`config.mk`:
```
export PLATFORM = sky130hd
export DESIGN_NAME = hex_record_line_encoder_top
export DESIGN_NICKNAME = d
export VERILOG_FILES = /design/src/hw/rtl/hrle_pkg.sv /design/src/hw/rtl/hex_record_line_encoder_top.sv /design/src/hw/rtl/hrle_front.sv /design/src/hw/rtl/hrle_fifo.sv /design/src/hw/rtl/hrle_back.sv
export SDC_FILE = /design/constraint.sdc
export NUM_CORES = 1
export LEC_CHECK = 0
export BUFFER_PORTS_ARGS = -buffer_cell sky130_fd_sc_hd__buf_2
export CORE_MARGIN = 2
export CORE_UTILIZATION = 51
export CTS_CLUSTER_DIAMETER = 60
export DETAILED_ROUTE_END_ITERATION = 8
export PLACE_DENSITY_LB_ADDON = 0.15
export SETUP_SLACK_MARGIN = 0.05
export SLEW_MARGIN = 20
export SYNTH_ARGS = -nofsm -noshare
export SYNTH_HDL_FRONTEND = slang
export SYNTH_HIERARCHICAL = 1
export SYNTH_SLANG_ARGS = --single-unit
```
`constraint.sdc`:
```
create_clock -name clk -period 4 [get_ports clk]
set_input_delay 0.4 -clock clk [delete_from_list [all_inputs] [get_ports clk]]
set_output_delay 0.4 -clock clk [all_outputs]
set_load 0.1 [all_outputs]
```
`src/hw/rtl/hrle_pkg.sv`:
```
// ---------------------------------------------------------------------------
// hrle_pkg: shared types and constants for the HEX record line encoder
// Job format between front and back, character codes, step codes.
// ---------------------------------------------------------------------------
package hrle_pkg;

  localparam logic [7:0] CHAR_COLON = 8'h3A;
  localparam logic [7:0] CHAR_CR    = 8'h0D;
  localparam logic [7:0] CHAR_LF    = 8'h0A;
  localparam logic [7:0] CHAR_ZERO  = 8'h30;
  localparam logic [7:0] CHAR_A     = 8'h41;

  // Character positions within one line. A data job enters at STEP_B3_HI.
  localparam logic [3:0] STEP_COLON = 4'd0;
  localparam logic [3:0] STEP_B0_HI = 4'd1;
  localparam logic [3:0] STEP_B0_LO = 4'd2;
  localparam logic [3:0] STEP_B1_HI = 4'd3;
  localparam logic [3:0] STEP_B1_LO = 4'd4;
  localparam logic [3:0] STEP_B2_HI = 4'd5;
  localparam logic [3:0] STEP_B2_LO = 4'd6;
  localparam logic [3:0] STEP_B3_HI = 4'd7;
  localparam logic [3:0] STEP_B3_LO = 4'd8;
  localparam logic [3:0] STEP_CK_HI = 4'd9;
  localparam logic [3:0] STEP_CK_LO = 4'd10;
  localparam logic [3:0] STEP_CR    = 4'd11;
  localparam logic [3:0] STEP_LF    = 4'd12;

  // One unit of work for the back end. Data jobs carry their byte in b3.
  typedef struct packed {
    logic       is_hdr;
    logic       close;
    logic [7:0] b0;
    logic [7:0] b1;
    logic [7:0] b2;
    logic [7:0] b3;
    logic [7:0] ck;
  } job_t;

  function automatic logic [7:0] hex_char(input logic [3:0] nib);
    logic [7:0] c;
    if (nib < 4'd10) begin
      c = CHAR_ZERO + {4'd0, nib};
    end else begin
      c = CHAR_A + {4'd0, nib} - 8'd10;
    end
    return c;
  endfunction

endpackage

```
`src/hw/rtl/hex_record_line_encoder_top.sv`:
```
// ---------------------------------------------------------------------------
// hex_record_line_encoder_top: Intel HEX record line encoder
// Turns header and data words into the ASCII text of HEX record lines.
// ---------------------------------------------------------------------------
// Usage:
//   Input channel (in_*): a header word (in_op = 0) opens a record and yields
//   ':' plus eight hex digits for count, address high, address low and type.
//   A data word (in_op = 1) yields two hex digits. After the last data byte,
//   or right after a header with count zero, the checksum digits, CR and LF
//   follow. Data words with no open record are dropped; a header abandons
//   any open record.
//   Output channel (out_*): one character per word; out_last marks the final
//   character caused by an input word, out_record_end marks the closing LF.
// Timing:
//   The back end emits one character per cycle while the output does not
//   stall, so a data word yields two characters (six when it closes the
//   record) and a header nine (thirteen with count zero). The single
//   character output limits the sustained rate. The first character passes
//   through the job queue and then the output register. A two-entry job
//   queue lets the front accept words while the back is still printing.
// Reset: synchronous active-low rst_n closes any record and empties the queue.
// Stall: out_stall holds the output register; the queue fills, then in_stall
//   rises until a job drains.
// ---------------------------------------------------------------------------
module hex_record_line_encoder_top (
  input  logic        clk,
  input  logic        rst_n,
  input  logic        in_valid,
  output logic        in_stall,
  input  logic        in_op,
  input  logic [7:0]  in_data_count,
  input  logic [15:0] in_load_address,
  input  logic [7:0]  in_record_type,
  input  logic [7:0]  in_data_byte,
  output logic        out_valid,
  input  logic        out_stall,
  output logic [7:0]  out_char,
  output logic        out_last,
  output logic        out_record_end
);

  hrle_pkg::job_t push_job;
  hrle_pkg::job_t head_job;
  logic           q_push, q_pop, q_empty, q_full;

  // Front: classify words, track the open record, build jobs.
  hrle_front u_front (
    .clk             (clk),
    .rst_n           (rst_n),
    .in_valid        (in_valid),
    .in_stall        (in_stall),
    .in_op           (in_op),
    .in_data_count   (in_data_count),
    .in_load_address (in_load_address),
    .in_record_type  (in_record_type),
    .in_data_byte    (in_data_byte),
    .q_full          (q_full),
    .q_push          (q_push),
    .q_job           (push_job)
  );

  // Queue: hold up to two pending jobs between front and back.
  hrle_fifo u_fifo (
    .clk      (clk),
    .rst_n    (rst_n),
    .push     (q_push),
    .push_job (push_job),
    .pop      (q_pop),
    .head_job (head_job),
    .empty    (q_empty),
    .full     (q_full)
  );

  // Back: advance through the head job one character per unstalled cycle.
  hrle_back u_back (
    .clk            (clk),
    .rst_n          (rst_n),
    .head_job       (head_job),
    .q_empty        (q_empty),
    .q_pop          (q_pop),
    .out_valid      (out_valid),
    .out_stall      (out_stall),
    .out_char       (out_char),
    .out_last       (out_last),
    .out_record_end (out_record_end)
  );

endmodule

```
`src/hw/rtl/hrle_front.sv`:
```
// ---------------------------------------------------------------------------
// hrle_front: record tracking front end
// Accepts items, keeps the open record state and builds jobs for the queue.
// ---------------------------------------------------------------------------
module hrle_front (
  input  logic              clk,
  input  logic              rst_n,
  input  logic              in_valid,
  output logic              in_stall,
  input  logic              in_op,
  input  logic [7:0]        in_data_count,
  input  logic [15:0]       in_load_address,
  input  logic [7:0]        in_record_type,
  input  logic [7:0]        in_data_byte,
  input  logic              q_full,
  output logic              q_push,
  output hrle_pkg::job_t    q_job
);

  logic [7:0] sum_r, sum_nxt;
  logic [7:0] remain_r, remain_nxt;
  logic       open_r, open_nxt;
  logic       accept;
  logic [7:0] hsum, dsum, drem;

  assign in_stall = q_full;
  assign accept   = in_valid && !q_full;

  assign hsum = in_data_count + in_load_address[15:8] + in_load_address[7:0]
              + in_record_type;
  assign dsum = sum_r + in_data_byte;
  assign drem = remain_r - 8'd1;

  always_comb begin
    sum_nxt    = sum_r;
    remain_nxt = remain_r;
    open_nxt   = open_r;
    q_push     = 1'b0;
    q_job      = '0;
    if (accept) begin
      if (!in_op) begin
        // header: abandon any open record and start over
        q_push       = 1'b1;
        q_job.is_hdr = 1'b1;
        q_job.close  = (in_data_count == 8'd0);
        q_job.b0     = in_data_count;
        q_job.b1     = in_load_address[15:8];
        q_job.b2     = in_load_address[7:0];
        q_job.b3     = in_record_type;
        q_job.ck     = 8'd0 - hsum;
        remain_nxt   = in_data_count;
        open_nxt     = (in_data_count != 8'd0);
        sum_nxt      = (in_data_count == 8'd0) ? 8'd0 : hsum;
      end else if (open_r) begin
        q_push      = 1'b1;
        q_job.close = (drem == 8'd0);
        q_job.b3    = in_data_byte;
        q_job.ck    = 8'd0 - dsum;
        remain_nxt  = drem;
        open_nxt    = (drem != 8'd0);
        sum_nxt     = (drem == 8'd0) ? 8'd0 : dsum;
      end
      // data with no open record: drop
    end
  end

  always_ff @(posedge clk) begin
    if (!rst_n) begin
      sum_r    <= 8'd0;
      remain_r <= 8'd0;
      open_r   <= 1'b0;
    end else begin
      sum_r    <= sum_nxt;
      remain_r <= remain_nxt;
      open_r   <= open_nxt;
    end
  end

endmodule

```
`src/hw/rtl/hrle_fifo.sv`:
```
// ---------------------------------------------------------------------------
// hrle_fifo: two-entry job queue
// Decouples the front end from the character back end.
// ---------------------------------------------------------------------------
module hrle_fifo (
  input  logic              clk,
  input  logic              rst_n,
  input  logic              push,
  input  hrle_pkg::job_t    push_job,
  input  logic              pop,
  output hrle_pkg::job_t    head_job,
  output logic              empty,
  output logic              full
);

  hrle_pkg::job_t entry_r [2];
  logic       wr_ptr_r, wr_ptr_nxt;
  logic       rd_ptr_r, rd_ptr_nxt;
  logic [1:0] count_r, count_nxt;
  logic       do_push, do_pop;

  assign empty    = (count_r == 2'd0);
  assign full     = (count_r == 2'd2);
  assign do_push  = push && !full;
  assign do_pop   = pop && !empty;
  assign head_job = entry_r[rd_ptr_r];

  always_comb begin
    wr_ptr_nxt = do_push ? !wr_ptr_r : wr_ptr_r;
    rd_ptr_nxt = do_pop ? !rd_ptr_r : rd_ptr_r;
    count_nxt  = count_r + {1'b0, do_push} - {1'b0, do_pop};
  end

  always_ff @(posedge clk) begin
    if (do_push) begin
      entry_r[wr_ptr_r] <= push_job;
    end
  end

  always_ff @(posedge clk) begin
    if (!rst_n) begin
      wr_ptr_r <= 1'b0;
      rd_ptr_r <= 1'b0;
      count_r  <= 2'd0;
    end else begin
      wr_ptr_r <= wr_ptr_nxt;
      rd_ptr_r <= rd_ptr_nxt;
      count_r  <= count_nxt;
    end
  end

endmodule

```
`src/hw/rtl/hrle_back.sv`:
```
// ---------------------------------------------------------------------------
// hrle_back: character back end
// Steps the head job one char per unstalled cycle into an output register.
// ---------------------------------------------------------------------------
module hrle_back (
  input  logic              clk,
  input  logic              rst_n,
  input  hrle_pkg::job_t    head_job,
  input  logic              q_empty,
  output logic              q_pop,
  output logic              out_valid,
  input  logic              out_stall,
  output logic [7:0]        out_char,
  output logic              out_last,
  output logic              out_record_end
);

  logic       active_r, active_nxt;
  logic [3:0] step_r, step_nxt;
  logic       valid_r, valid_nxt;
  logic [7:0] char_r;
  logic       last_r, end_r;
  logic [3:0] cur_step, end_step;
  logic [7:0] cur_char;
  logic       emit, at_end;

  assign cur_step = active_r ? step_r :
                    (head_job.is_hdr ? hrle_pkg::STEP_COLON : hrle_pkg::STEP_B3_HI);
  assign end_step = head_job.close ? hrle_pkg::STEP_LF : hrle_pkg::STEP_B3_LO;
  assign at_end   = (cur_step == end_step);
  assign emit     = !q_empty && (!valid_r || !out_stall);
  assign q_pop    = emit && at_end;

  always_comb begin
    case (cur_step)
      hrle_pkg::STEP_COLON: cur_char = hrle_pkg::CHAR_COLON;
      hrle_pkg::STEP_B0_HI: cur_char = hrle_pkg::hex_char(head_job.b0[7:4]);
      hrle_pkg::STEP_B0_LO: cur_char = hrle_pkg::hex_char(head_job.b0[3:0]);
      hrle_pkg::STEP_B1_HI: cur_char = hrle_pkg::hex_char(head_job.b1[7:4]);
      hrle_pkg::STEP_B1_LO: cur_char = hrle_pkg::hex_char(head_job.b1[3:0]);
      hrle_pkg::STEP_B2_HI: cur_char = hrle_pkg::hex_char(head_job.b2[7:4]);
      hrle_pkg::STEP_B2_LO: cur_char = hrle_pkg::hex_char(head_job.b2[3:0]);
      hrle_pkg::STEP_B3_HI: cur_char = hrle_pkg::hex_char(head_job.b3[7:4]);
      hrle_pkg::STEP_B3_LO: cur_char = hrle_pkg::hex_char(head_job.b3[3:0]);
      hrle_pkg::STEP_CK_HI: cur_char = hrle_pkg::hex_char(head_job.ck[7:4]);
      hrle_pkg::STEP_CK_LO: cur_char = hrle_pkg::hex_char(head_job.ck[3:0]);
      hrle_pkg::STEP_CR:    cur_char = hrle_pkg::CHAR_CR;
      default:              cur_char = hrle_pkg::CHAR_LF;
    endcase
  end

  always_comb begin
    active_nxt = active_r;
    step_nxt   = step_r;
    valid_nxt  = valid_r && out_stall;
    if (emit) begin
      valid_nxt  = 1'b1;
      active_nxt = !at_end;
      step_nxt   = cur_step + 4'd1;
    end
  end

  always_ff @(posedge clk) begin
    if (emit) begin
      char_r <= cur_char;
      last_r <= at_end;
      end_r  <= (cur_step == hrle_pkg::STEP_LF);
    end
  end

  always_ff @(posedge clk) begin
    if (!rst_n) begin
      active_r <= 1'b0;
      step_r   <= hrle_pkg::STEP_COLON;
      valid_r  <= 1'b0;
    end else begin
      active_r <= active_nxt;
      step_r   <= step_nxt;
      valid_r  <= valid_nxt;
    end
  end

  assign out_valid      = valid_r;
  assign out_char       = char_r;
  assign out_last       = last_r;
  assign out_record_end = end_r;

endmodule
```
Word-level counts from Yosys, hierarchy flattened. Memories as Yosys holds them, arrays and structs flattened. A register that Yosys moved wholly into a read port is not among the register bits. Cells that the tools add are included.

Logic and storage cells: 136. Memories kept: 1. Output and inout port bits: 12. Bits in writable memories: 84. Bits in read-only memories: 0. Latch bits: 0. Register bits: 37.

Muxes and demuxes: 37. Multiply operators: 0. Shift-type cells: 0. Order comparisons: 10. Reduce and logical (&&, ||, !) cells: 21. Eq/ne operators: 15. $add $sub $neg: 40. Divide/modulo/power cells: 0. Bitwise operators: 0.

Memories: u_fifo.entry_r (depth 2, bits a word 42, rd ports 1, clocked after Yosys merged registers in 1, write ports 1, RTL line hrle_fifo.sv:16) `hrle_pkg::job_t entry_r [2];`.

Operator list (number): $mux W8 (16); $pmux W8 S12 (1); $add A7 B4 Y8 const A (10); $sub A8 B4 Y8 const B (10); $add A6 B4 Y7 const A (10); $mux W42 (1); $lt A4 B4 Y1 const B (10); $add A8 B8 Y8 (4); $mux W16 (2); $mux W24 (1); $eq A4 B4 Y1 const B (5); $eq A4 B3 Y1 const B (4); $logic_not A8 Y1 (2); $reduce_bool A8 Y1 (2); $sub A1 B8 Y8 const A (2); $mux W1 (13); $eq A4 B2 Y1 const B (2); $sub A8 B1 Y8 const B (1); $logic_not A1 Y1 (7); $logic_and A1 B1 Y1 (6); $mux W3 (2); $add A4 B1 Y4 const B (1); $eq A4 B1 Y1 const B (1); $eq A4 B4 Y1 (1); other kinds (9) (9).

Logic depth before layout (Yosys ltp).
Depth after elaboration: 7. Gate-level depth with buffers: 17.

By module. Netlist, hierarchy kept.

Modules (own cells, without submodules): hrle_fifo (area each 3470.8 um^2, cells each 158, instances 1); hrle_front (area each 2521.2 um^2, cells each 329, instances 1); hrle_back (area each 1984.4 um^2, cells each 277, instances 1).

Worst setup path before layout. No wires, ideal clock.

Path type: reg2reg. From: reg u_fifo.count_r[0]. To: mem u_fifo/entry_r[0][0] in the netlist's numbering, enable pin. Path slack: 0.410 ns. Setup time: 0.441 ns. Arrival time: 3.149 ns. Stages on the path, launching flop included: 9. Cell sequence: dfxtp_1 nand2b_1 inv_1 nor2b_1 o21ai_0 inv_1 buf_2 nand2_1 nor2_1.

Cells in the longest elaborated chain, start to end: 7.

Ends and longest elaborated chain: start, declared (RTL line hrle_fifo.sv:19) `logic [1:0] count_r, count_nxt;`; start signal, assigned (RTL line hrle_fifo.sv:48) `count_r <= count_nxt;`; $eq A2 B2 Y1 (RTL line hrle_fifo.sv:23) `assign full = (count_r == 2'd2);`; net q_full (RTL line hex_record_line_encoder_top.sv:44) `logic q_push, q_pop, q_empty, q_full;`; $logic_not A1 Y1 (RTL line hrle_front.sv:27) `assign accept = in_valid && !q_full;`; $logic_and A1 B1 Y1 (RTL line hrle_front.sv:27); $mux W1 (RTL line hrle_front.sv:40) `if (accept) begin`; net q_push (RTL line hex_record_line_encoder_top.sv:44); $logic_and A1 B1 Y1 (RTL line hrle_fifo.sv:24) `assign do_push = push && !full;`; $mux W1 (RTL line hrle_fifo.sv:35) `if (do_push) begin`; $mux W1 (implied by the code) (RTL line hrle_fifo.sv:36) `entry_r[wr_ptr_r] <= push_job;`; end, declared (RTL line hrle_fifo.sv:16).

The timed path passes the listed nets, and every way through them passes these cells.

==> impl_metrics.py <==
metrics = {
    "run_status": {
        "status": "finished clean",
    },
    "drt": {
        "dr.pass1.iters": 7,
        "vias": 6019,
        "routed_wl_um": 19300,
        "antenna_violating_nets_post_route": 0,
        "wl_per_cell_um": 18.47,
        "drt_iter0_drc": 557,
        "avgViaCountPerCell": 5.760,
        "drc": 0,
    },
    "logic_synthesis": {
        "synth_area_leaders": "edfxtp_1 (35%), mux2_4 (7.5%), dfxtp_1 (7.0%)",
        "ys_async_sr_fraction_pct": 0,
        "seq_area_frac_synth_pct": 42.04,
        "synth_nets": 858,
        "ys_types": 76,
        "yosysWarningCount": 6,
        "yosysTopAreaCell": "edfxtp_1",
        "synth_edf_count": 93,
        "syn_inst": 764,
        "synth-seq-cells": 121,
        "synth_ff_type": "edfxtp_1",
        "avgSynthCellArea_um2": 10.44,
        "synthDominantCellAreaShare_pct": 35.01,
        "synth_area_um2": 7976,
    },
    "finish": {
        "utilization_pct": 59.01,
        "area_delta_synth_final_pct": 12.88,
        "drive_gt1_share_pct": 19.66,
        "nNetsFinal": 915,
        "fillCellCount": 1277,
        "n_antenna_cell": 0,
        "final_common_cell": "edfxtp_1",
        "final_area_um2": 9004,
        "layout_common_cells": "edfxtp_1 (93), inv_1 (79), nor2_1 (57)",
    },
    "pwr": {
        "p_leak_nw": 3.652,
        "ir_worst_vdd_uv": 317.0,
        "powerDensity_nw_per_um2": 482.7,
    },
    "setup_path": {
        "crit_fanout": 4,
        "critPathSlowestCell": "fa_1",
        "setup.worst_path.class": "in -> reg",
        "cp.arrival_ps": 3510,
        "max_stage_delay_ps": 510,
        "cp-end-kind": "register",
        "cp-start-kind": "primary input",
        "cpMostUsedCell": "fa_1",
        "crit_required_ps": 4160,
        "path_cells": "buf_2, inv_1, fa_1, fa_1, inv_1, ha_1, fa_1, a21o_1, a21oi_1, xnor2_1, nor4_1, xnor2_1, a22o_1",
    },
    "clock_network": {
        "path_clk_slew_ps": 60,
        "clk_latency_ps": 410,
        "cts_max_path_buffers": 2,
        "cts_tree": "yes",
        "post_cts_buffers": 0,
        "clock_tree.root_cell": "clkbuf_16",
        "ctsHtreeMaxLevel": 4,
        "cts_hold_buf": 0,
        "cts_buffers": 17,
        "ctsResizeCount": 0,
        "clock-sinks": 121,
    },
    "timing": {
        "finalSetupTns_ps": 0,
        "worst_pin_slew_ps": 957.2,
        "fin_ws_ps": 649.9,
        "rsz0062_at_grt": "no",
        "fmaxAchievable_mhz": 298.5,
        "slew_viol_final": 0,
        "fin_hold_ws_ps": 249.7,
        "slew_headroom_pct": 36.18,
        "setup-violations-final": 0,
        "final.setup_skew_ps": 9.626,
        "finalCriticalPeriod_ps": 3350,
        "fin_crit_sh_pct": 83.75,
        "hold_violations": 0,
    },
    "worst_hold_path": {
        "hold_path_class": "in -> reg",
    },
    "global_route": {
        "grt_pass1_wl_um": 30640,
        "grt_usage_pct": 24.15,
        "grt_start_max_net_pins": 43,
        "antenna_found_initial": 0,
        "overflow": 0,
        "grt_pass1_vias": 5911,
    },
    "die": {
        "die_area_um2": 16660,
        "rows": 45,
        "core_um2": 15260,
        "io_pins": 57,
        "die_w_um": 129.1,
        "start_util_pct": 52.28,
        "die_h_um": 129.1,
    },
    "placed_design": {
        "place_ws_ps": 294.8,
        "hpwl_um": 14440,
        "port_buffers": 55,
        "placed_area_um2": 8401,
        "place_congestion": 0.9232,
    },
    "flow_run": {
        "maxCapViolCount": 0,
    },
}
[metrics by stage]
| step | cells | power (mW) |
|---|---|---|
| after floorplan | 764 | 2.506 |
| after global placement | 1013 | 2.766 |
| after detailed placement | 1013 | 2.791 |
| after CTS | 1045 | 4.360 |
| after global routing | 1045 | 4.558 |
| final | 1045 | 4.346 |
[routing by layer]
layer	part of all wire [%]	track usage [%]	wire length, µm	vias up
met3	6.4	5.409	1240	41
met5	0	0	0	-
li1	-	-	-	2882
met4	3.3	11.13	646	0
met1	44	31.52	8439	2860
met2	46	38.62	8972	236
[where the power goes]
part           leakage [nW]  switching (mW)  internal, mW
combinational          2.26           0.802         0.459
sequential             1.11          0.0481          1.48
clock                 0.283           0.580         0.979
[cells by family after synthesis]
logic type      after synthesis  synth area share [%]
compound gates              190                 16.08
simple gates                209                 13.52
other cells                   1               0.04701
buf+inv                     107                 6.321
mux                          49                 8.722
fa+ha+maj                    49                 9.098
flops                       121                 42.04
xor+xnor                     38                 4.173
[Yosys cell counts, types with 4 or more instances]
library cell  number
dfxtp_1           28
o21ai_1            6
mux2_4            40
fa_1              15
a22o_1             7
a22oi_1            4
nor2b_1           17
nor2_1            58
ha_1              34
a21o_1             6
mux2i_1            5
inv_1             79
and2_1             6
mux2_2             4
nand2b_1           5
a211oi_1           9
nor4_1             6
a31oi_1            6
edfxtp_1          93
nor3_1            17
clkbuf_1          15
nand2_1           41
o21ai_0           50
a21boi_0           5
a21oi_1           39
nand3_1           12
buf_12             4
o21a_1             5
o22ai_1           12
and3_1            16
a221oi_1          10
xor2_1            12
nor3b_1           10
o211ai_1           4
xnor2_1           26
[state kept, by name, indices dropped and copies added, names as in the netlist, named ones only]
name                   count
u_fifo/rd_ptr_r            1
u_fifo/wr_ptr_r            1
u_back/step_r              4
u_back/out_valid           1
u_front/remain_r           8
u_front/sum_r              8
u_fifo/entry_r            84
u_fifo/count_r             2
u_front/open_r             1
u_back/out_last            1
u_back/out_char            7
u_back/out_record_end      1
u_back/active_r            1
[area by class of cell]
cell class / instances / area (µm²) / area share [%]
sequential: 121 / 3354 / 37.26
clock inverter: 15 / 177.7 / 1.973
inverter: 79 / 296.5 / 3.293
tap: 211 / 264.0 / 2.932
clock buffer: 17 / 425.4 / 4.725
multi-input combinational: 536 / 4128 / 45.84
timing repair buffer: 66 / 357.8 / 3.974
[critical path, delay by kind of cell]
family	cells	cell delay (ps)
simple gates	1	330
compound gates	3	620
fa+ha+maj	4	1600
xor+xnor	2	300
buf+inv	3	270
[path summary, 6_finish.rpt]
check	endpoint	depth (start not counted)	slack [ps]	start
max	u_fifo/entry_r[0][7]$_DFFE_PP_	13	650	in_load_address[9]
min	u_back/out_valid$_SDFF_PN0_	3	250	out_stall
max reg2reg	u_fifo/count_r[1]$_SDFF_PN0_	15	690	register
min reg2reg	u_back/out_valid$_SDFF_PN0_	2	490	u_back/out_valid$_SDFF_PN0_
(Power assumes the default switching activity.)
